`config.mk`:
```
export PLATFORM = sky130hd
export DESIGN_NAME = oim_span
export DESIGN_NICKNAME = d
export VERILOG_FILES = /design/src/rtl/oim_pkg.sv /design/src/rtl/oim_span.sv
export SDC_FILE = /design/constraint.sdc
export NUM_CORES = 1
export LEC_CHECK = 0
export BUFFER_PORTS_ARGS = -buffer_cell sky130_fd_sc_hd__buf_2
export CORE_MARGIN = 4
export CORE_UTILIZATION = 30
export DETAILED_ROUTE_END_ITERATION = 6
export GPL_TIMING_DRIVEN = 0
export PLACE_DENSITY = 0.66
export REMOVE_ABC_BUFFERS = 1
export SYNTH_ARGS = -nofsm -noshare
export SYNTH_HDL_FRONTEND = slang
export SYNTH_SLANG_ARGS = --single-unit
```
`constraint.sdc`:
```
create_clock -name vclk -period 2.4
set_input_delay 0.48 -clock vclk [all_inputs]
set_output_delay 0.48 -clock vclk [all_outputs]
set_load 0.01 [all_outputs]
```
`src/rtl/oim_pkg.sv`:
```
package oim_pkg;

  // generation tag kept with every table entry; zero is never a live tag
  localparam int GEN_W = 4;

  // request kinds
  localparam logic [1:0] KIND_CLEAR = 2'd0;
  localparam logic [1:0] KIND_MARK  = 2'd1;
  localparam logic [1:0] KIND_QUERY = 2'd2;

  // configuration register indexes
  localparam logic [1:0] CFG_WIDTH    = 2'd0;
  localparam logic [1:0] CFG_HEIGHT   = 2'd1;
  localparam logic [1:0] CFG_X_ORIGIN = 2'd2;
  localparam logic [1:0] CFG_Y_ORIGIN = 2'd3;

  localparam logic [8:0]  WIDTH_RESET  = 9'd256;
  localparam logic [8:0]  HEIGHT_RESET = 9'd256;

  typedef struct packed {
    logic [1:0] kind;
    logic [7:0] col;
    logic [7:0] row;
  } req_t;

  typedef struct packed {
    logic        is_inside;
    logic        out_of_range;
    logic [16:0] grid_x;
    logic [16:0] grid_y;
  } rsp_t;

  // one row or column span: tag, first and last edge position
  typedef struct packed {
    logic [GEN_W-1:0] gen;
    logic [7:0]       first;
    logic [7:0]       last;
  } entry_t;

  // result of looking at one span for one position
  typedef struct packed {
    entry_t upd;
    logic   covers;
  } span_t;

  typedef enum logic {
    ST_RUN,
    ST_SWEEP
  } state_t;

endpackage

```
`src/rtl/oim_span.sv`:
```
module oim_span import oim_pkg::*; (
  input  entry_t           cur,
  input  logic [GEN_W-1:0] live_gen,
  input  logic [7:0]       pos,
  output span_t            span
);

  logic live;

  // an entry counts only when its tag matches the current generation
  assign live = (cur.gen == live_gen);

  // widened span after marking pos, and coverage test for a query at pos
  always_comb begin
    span.upd.gen = live_gen;
    if (!live) begin
      span.upd.first = pos;
      span.upd.last  = pos;
    end else begin
      span.upd.first = (pos < cur.first) ? pos : cur.first;
      span.upd.last  = (pos > cur.last) ? pos : cur.last;
    end
    span.covers = live && (cur.first <= pos) && (pos <= cur.last);
  end

endmodule

```
==> results.toml, run 1 <==
[status]
outcome = "finished, violations left"
violations = "setup timing"

[routing]
ant_nets = 0
wl_per_cell_um = 14.0
drt-pass1-iter-count = 4
avgViaCountPerCell = 4.87
routed_wl_mm = 2.44
drc_errors = 0
vias = 847
drt_iter0_markers = 8

[synth]
synthCells = 85
syn-cell-area_um2 = 691
seq_area_frac_synth = 0
yosysWarnings = 0
synth_cell_types = 20
syn_area_per_cell_um2 = 8.13

[sta]
maxSlewViolCount = 0
finalCritPeriodShare = 1.12
setup_slack_ns = -0.280
tightestPinTransition_ns = 0.312
finalHoldViolCount = 0
post-route-min-period_ns = 2.68
fmax_ghz = 0.373
setup_viol = 17
relSlewSlack = 0.791
rsz0062_at_grt = "yes"
final.setup.tns_ns = -3.79

[floorplanning]
fp.dieArea_um2 = 3130
rows = 17
coreArea_um2 = 2210
fp.dieH_um = 56.0
chipWidth_um = 56.0
start_util = 0.312
io_pins = 53

[worst_hold_path]
holdPathEnd = "span[19]"
hold_path_depth = 2
min_from = "live_gen[2]"
holdCritPathClass = "primary input to output port"

[worst_setup_path]
path_max_fanout = 5
critical_path_arrival_ns = 2.20
worstSetupStartpoint = "pos[7]"
slowest_stage = "a311oi_4"
end_kind = "output port"
cp_cell_sequence = "buf_8, inv_4, ha_4, nand2_4, o31a_1, a311oi_4, buf_6, mux2_4, buf_6"
critical_path_class = "primary input to output port"
critPathRequiredTime_ns = 1.92
crit_buf_inv = 4
cp-start-kind = "primary input"
crit_family = "compound AO/OA/AOI/OAI gates"
crit_top_cell = "buf_6"
crit_path_max_incr_delay_ns = 0.33

[pwr]
power_leakage_uw = 0.000670
powerDensity_nw_per_um2 = 196
switching_share = 0.441
p_clk_frac = 0
p_switching_uw = 125
total_power_uw = 284
power.internal_uw = 159
vdd_ir_drop_max_mv = 0.103
p_seq_frac = 0
pwr-share-comb = 1.000

[cells_and_area]
design.seq.count = 0
fin_util = 0.655
n_clock_buffer = 0
drive_gt1_frac = 0.740
nFillCells = 180
syn2layout_area_growth_pct = 110
diodes = 0
regArea_um2 = 0
fin_nets = 196

[global_route]
grt_pass1_wl_mm = 3.88
antenna_found_initial = 0
grt_max_degree = 6
grt_pass1_vias = 930
grt_usage = 0.146
grt_overflow_total = 0

[place]
dp_hpwl_mm = 1.65
port_buffers = 53
gp_congestion = 0.729
pre_cts_ws_ns = -0.622

[job]
max-cap-violations = 0
## power by group through the flow
stage	clock, uW	sequential (uW)	combinational, uW
after floorplan	0	0	100
after global placement	0	0	168
after detailed placement	0	0	172
after CTS	0	0	239
after global routing	0	0	309
final	0	0	284
## metal layers
metal / vias to the layer above / share of wire / track usage
li1: 422 / - / -
met1: 386 / 0.39 / 0.154
met2: 35 / 0.54 / 0.294
met3: 4 / 0.049 / 0.0139
met4: 0 / 0.020 / 0.0441
met5: - / 0 / 0
## cell usage after synthesis
| master | count | area share |
|---|---|---|
| o31a_1 | 1 | 0.013 |
| nor3b_1 | 1 | 0.011 |
| mux2i_1 | 8 | 0.12 |
| a311oi_4 | 1 | 0.038 |
| nor2b_1 | 1 | 0.0091 |
| mux2_2 | 8 | 0.13 |
| buf_4 | 4 | 0.043 |
| o211ai_1 | 1 | 0.011 |
| nor2_1 | 1 | 0.0054 |
| nor3_4 | 1 | 0.024 |
| o21a_1 | 1 | 0.011 |
| ha_1 | 16 | 0.29 |
| nand2b_1 | 1 | 0.0091 |
| nand2_1 | 4 | 0.022 |
| o21ai_0 | 3 | 0.022 |
| nand4_2 | 1 | 0.018 |
| nand4_1 | 3 | 0.027 |
| xnor2_1 | 4 | 0.051 |
| inv_1 | 17 | 0.092 |
| a21oi_1 | 8 | 0.058 |
## how the worst max path moves through the flow
stage	slack [ns]	cells past startpoint	end
3_3_place_gp	-0.61	8	span[11]
6_report	-0.28	9	span[13]
4_1_cts	-0.22	9	span[13]
3_5_place_dp	-0.62	8	span[11]
2_1_floorplan	-0.19	6	span[10]
5_1_grt	-0.34	10	span[13]
## through the flow
step / std cells / area [um2] / hold WS, ns
floorplan: 81 / 661 / 0.960
global placement: 162 / 961 / 1.17
detailed placement: 162 / 961 / 1.17
CTS: 171 / 1270 / 1.17
global route: 174 / 1450 / 1.19
finish: 174 / 1450 / 1.17
## cell families (layout without fill, tap and decap cells)
kind of cell    Yosys count  after routing  share of synthesized area
simple gates             13             13                      0.125
compound gates           15             15                      0.152
mux                      16             16                      0.246
fa+ha+maj                16             16                      0.290
buf+inv                  21             82                      0.136
xor+xnor                  4              4                     0.0507
## cell usage in the layout, fill, tap and decap left out, types with 7 or more instances in the layout
cell type,count
ha_4,11
mux2_4,8
mux2i_1,8
buf_4,8
inv_2,7
buf_6,22
buf_2,32
## timing repair
item | CTS | global route
resized for setup | 49 | 34
hold buffers | 0 | 0
pin swaps | 10 | 10
setup endpoints to repair | 17 | 17
setup buffers | 9 | 3
## layout make-up
cell class                      instances  area (um2)  share of cell area
Timing Repair Buffer                   65         513               0.354
Tap cell                               28        35.0              0.0242
Multi-Input combinational cell         64         825               0.569
Inverter                               17        76.3              0.0527
No activity file was read; power rests on OpenSTA's default activity.
==> run 2: changes to the inputs <==
PLACE_DENSITY = 0.71   (was 0.66)
==> run 2 against run 1 <==
The run still ends with setup timing left. Clock-buffer cell count unchanged. Sequential share of layout area unchanged. Hold slack about the same. Wire length decreased by 4.9%. Critical endpoint unchanged.
==> results.toml, run 2 (synthesis gave the netlist of run 1 again) <==
[pwr]
power_leakage_uw = 0.000646
p_clk_frac = 0
p_switching_uw = 115
power.internal_uw = 143
p_seq_frac = 0
pwr-share-comb = 1.000
vdd_ir_drop_max_mv = 0.0919
switching_share = 0.446
powerDensity_nw_per_um2 = 189
total_power_uw = 258

[cells_and_area]
mostFrequentLayoutCell = "buf_2"
regArea_um2 = 0
n_clock_buffer = 0
fin_util = 0.618
syn2layout_area_growth_pct = 97.8
stdcell_count = 173
design.seq.count = 0
drive_gt1_frac = 0.676
final_area_um2 = 1370
fin_nets = 195
final_cell_mix = "buf_2 (34), buf_6 (22), inv_1 (9), ha_4 (9)"
diodes = 0

[routing]
wl_per_cell_um = 13.4
drt_iter0_markers = 12
vias = 838
drt-pass1-iter-count = 4
routed_wl_mm = 2.32
ant_nets = 0
drc_errors = 0
avgViaCountPerCell = 4.84

[worst_setup_path]
cp_cell_sequence = "buf_8, inv_4, ha_4, nand4_4, o31a_1, a311oi_4, buf_6, mux2_4, buf_6"
slowest_stage = "a311oi_4"
cp-start-kind = "primary input"
critPathRequiredTime_ns = 1.92
end_kind = "output port"
crit_top_cell = "buf_6"
critical_path_class = "primary input to output port"
crit_path_max_incr_delay_ns = 0.32
path_max_fanout = 5
critical_path_arrival_ns = 2.21

[floorplanning]
coreArea_um2 = 2210
fp.dieArea_um2 = 3130
rows = 17
chipWidth_um = 56.0
start_util = 0.312
fp.dieH_um = 56.0
io_pins = 53

[global_route]
grt_overflow_total = 0
grt_pass1_vias = 889
grt_pass1_wl_mm = 3.73
grt_usage = 0.139
grt_max_degree = 6
antenna_found_initial = 0

[worst_hold_path]
holdCritPathClass = "primary input to output port"
hold_path_depth = 2
holdPathEnd = "span[18]"
min_from = "live_gen[1]"

[sta]
finalHoldViolCount = 0
rsz0062_at_grt = "yes"
post-route-min-period_ns = 2.69
tightestPinTransition_ns = 0.354
finalCritPeriodShare = 1.12
setup_viol = 17
maxSlewViolCount = 0
setup_slack_ns = -0.289
fmax_ghz = 0.372
relSlewSlack = 0.761

[cts]
hold_buffers = 0

[place]
dp_hpwl_mm = 1.69
place_area_um2 = 961
gp_congestion = 0.847
dp.cells = 162
port_buffers = 53

[status]
outcome = "finished, violations left"
violations = "setup timing"

[job]
max-cap-violations = 0
## run 2: cell count changes in the layout (fill, tap and decap cells not counted), moves of 2 or more
| cell | previous run | this run |
|---|---|---|
| inv_1 | 5 | 9 |
| o21ai_0 | 1 | 3 |
| ha_1 | 5 | 7 |
| inv_4 | 5 | 2 |
| buf_2 | 32 | 34 |
| ha_4 | 11 | 9 |
| buf_4 | 8 | 6 |
## run 2: routing by layer
layer	GRT usage	share of wire
met3	0.0302	0.082
met5	0	0
met2	0.279	0.53
met4	0.0169	0.0091
met1	0.148	0.38
## run 2: power groups by stage
| stage | clock network, uW | logic, uW | registers, uW |
|---|---|---|---|
| 3_5_place_dp | 0 | 173 | 0 |
| 2_1_floorplan | 0 | 100 | 0 |
| 5_1_grt | 0 | 280 | 0 |
| 6_report | 0 | 258 | 0 |
| 3_3_place_gp | 0 | 167 | 0 |
| 4_1_cts | 0 | 238 | 0 |
## run 2: area by class of cell
| class | instances | area [um2] |
|---|---|---|
| Tap cell | 28 | 35.0 |
| Fill cell | 189 | 846 |
| Multi-Input combinational cell | 64 | 769 |
| Inverter | 17 | 68.8 |
| Timing Repair Buffer | 64 | 493 |
## run 2: worst max-delay path by stage
stage / start / end / slack (ns) / cells past startpoint
after detailed placement: pos[3] / span[13] / -0.62 / 8
after global placement: pos[3] / span[10] / -0.59 / 8
after floorplan: pos[3] / span[10] / -0.19 / 6
after global routing: pos[4] / span[13] / -0.34 / 9
after CTS: pos[2] / span[13] / -0.21 / 9
final: pos[3] / span[13] / -0.29 / 9
## run 2: stage by stage
stage                     setup slack [ns]  hold slack (ns)  TNS, ns
after floorplan                     -0.187            0.960    -1.61
after global placement              -0.591             1.17    -7.09
after detailed placement            -0.616             1.17    -7.82
after CTS                           -0.213             1.17    -3.05
after global routing                -0.341             1.19    -5.18
final                               -0.289             1.17    -4.02
## run 2: timing repair
| action | CTS | global route |
|---|---|---|
| setup endpoints to repair | 17 | 17 |
| setup buffers | 10 | 1 |
| pin swaps | 12 | 10 |
| resized for setup | 48 | 16 |
| cloned | 0 | 0 |
## run 2: worst max-delay path: cells and delay by family
kind                     cells  cell delay, ns
AND/OR/NAND/NOR              1            0.09
adder cells (fa/ha/maj)      1            0.28
AO/OA/AOI/OAI                2            0.63
buffers and inverters        4            0.41
multiplexers                 1            0.31
==> run 3: changes to the inputs <==
--- a/config.mk
+++ b/config.mk
@@ -12,3 +12,3 @@
 export GPL_TIMING_DRIVEN = 0
-export PLACE_DENSITY = 0.71
+export PLACE_DENSITY = 0.66
 export REMOVE_ABC_BUFFERS = 1
==> constraint.sdc (replaced) <==
create_clock -name vclk -period 2.4
set_input_delay 0 -clock vclk [all_inputs]
set_output_delay 0 -clock vclk [all_outputs]
set_load 0.01 [all_outputs]
==> run 3 against run 2 <==
The run now ends clean. Die area stayed put. Sequential share of layout area stayed put. Combinational power is 34% lower. Largest cell class unchanged. Highest routed layer is now met3.
==> results.toml, run 3 (synthesis gave the netlist of run 1 again) <==
[cts]
cts_resized = 0
hold_buffers = 0
cts_setup_buffers = 0

[place]
dp_hpwl_mm = 1.65
gp_congestion = 0.729
place_area_um2 = 961
port_buffers = 53

[global_route]
grt_pass1_wl_mm = 3.11
antenna_found_initial = 0
use_met1 = 0.131
grt_pass1_vias = 789
grt_busiest_layer = "met2"
grt_usage = 0.114
grt.met2_usage = 0.237
grt_max_degree = 10
met3_usage = 0.00696
grt_overflow_total = 0

[worst_setup_path]
critPathRequiredTime_ns = 2.40
cp-start-kind = "primary input"
path_max_fanout = 9
end_kind = "output port"
critical_path_class = "primary input to output port"
critical_path_arrival_ns = 2.05

[cells_and_area]
diodes = 0
fin_nets = 184
n_clock_buffer = 0
final_area_um2 = 961
syn2layout_area_growth_pct = 39.1
drive_gt1_frac = 0.478
fin_util = 0.434
final_cell_mix = "buf_2 (53), inv_1 (17), ha_1 (16)"
mostFrequentLayoutCell = "buf_2"
regArea_um2 = 0
design.seq.count = 0

[status]
outcome = "complete, no violations"

[sta]
setup_viol = 0
whs_ns = 0.213
finalCritPeriodShare = 0.854
rsz0062_at_grt = "no"
post-route-min-period_ns = 2.05
final.setup.tns_ns = 0
maxSlewViolCount = 0
tightestPinTransition_ns = 0.601
relSlewSlack = 0.599
finalHoldViolCount = 0
fmax_ghz = 0.488

[pwr]
power_leakage_uw = 0.000523
powerDensity_nw_per_um2 = 177
vdd_ir_drop_max_mv = 0.0718

[worst_hold_path]
holdCritPathClass = "primary input to output port"

[floorplanning]
io_pins = 53
fp.dieArea_um2 = 3130
fp.dieH_um = 56.0
chipWidth_um = 56.0
rows = 17
start_util = 0.312
coreArea_um2 = 2210

[routing]
vias = 744
avgViaCountPerCell = 4.59
ant_nets = 0
wl_per_cell_um = 11.1
routed_wl_mm = 1.80
drc_errors = 0
drt_iter0_markers = 7
drt-pass1-iter-count = 3

[job]
max-cap-violations = 0
[run 3: power breakdown]
| group | leakage, uW | total (uW) | internal, uW | switching (uW) |
|---|---|---|---|---|
| Clock | 0 | 0 | 0 | 0 |
| Sequential | 0 | 0 | 0 | 0 |
| Combinational | 0.000523 | 170 | 82.3 | 87.4 |
[run 3: path summary, 6_finish.rpt]
| kind | startpoint | endpoint | slack (ns) | cells after the start |
|---|---|---|---|---|
| worst max-delay path | pos[3] | span[13] | 0.35 | 8 |
| worst min-delay path | live_gen[2] | span[19] | 0.21 | 2 |
[run 3: final cells by class]
class	instances	area [um2]
well taps	28	35.0
multi-input cells	64	597
inverters	17	63.8
fillers	254	1250
repair buffers	53	265
[run 3: routing by layer]
metal,routed length [um],up-vias
met5,0,-
met4,0,0
met3,106,0
met2,992,24
met1,698,325
li1,-,395
[run 3: through the flow]
stage	instances	setup slack (ns)	power, uW
after floorplan	81	0.773	100
after global placement	162	0.346	168
after detailed placement	162	0.338	172
after CTS	162	0.316	173
after global routing	162	0.247	192
final	162	0.350	170
[run 3: critical path: stages]
cell and delay [ns]:
buf_2 0.10, inv_1 0.05, ha_1 0.33, nand4_2 0.15
o31a_1 0.29, a311oi_4 0.57, mux2_2 0.40, buf_2 0.14
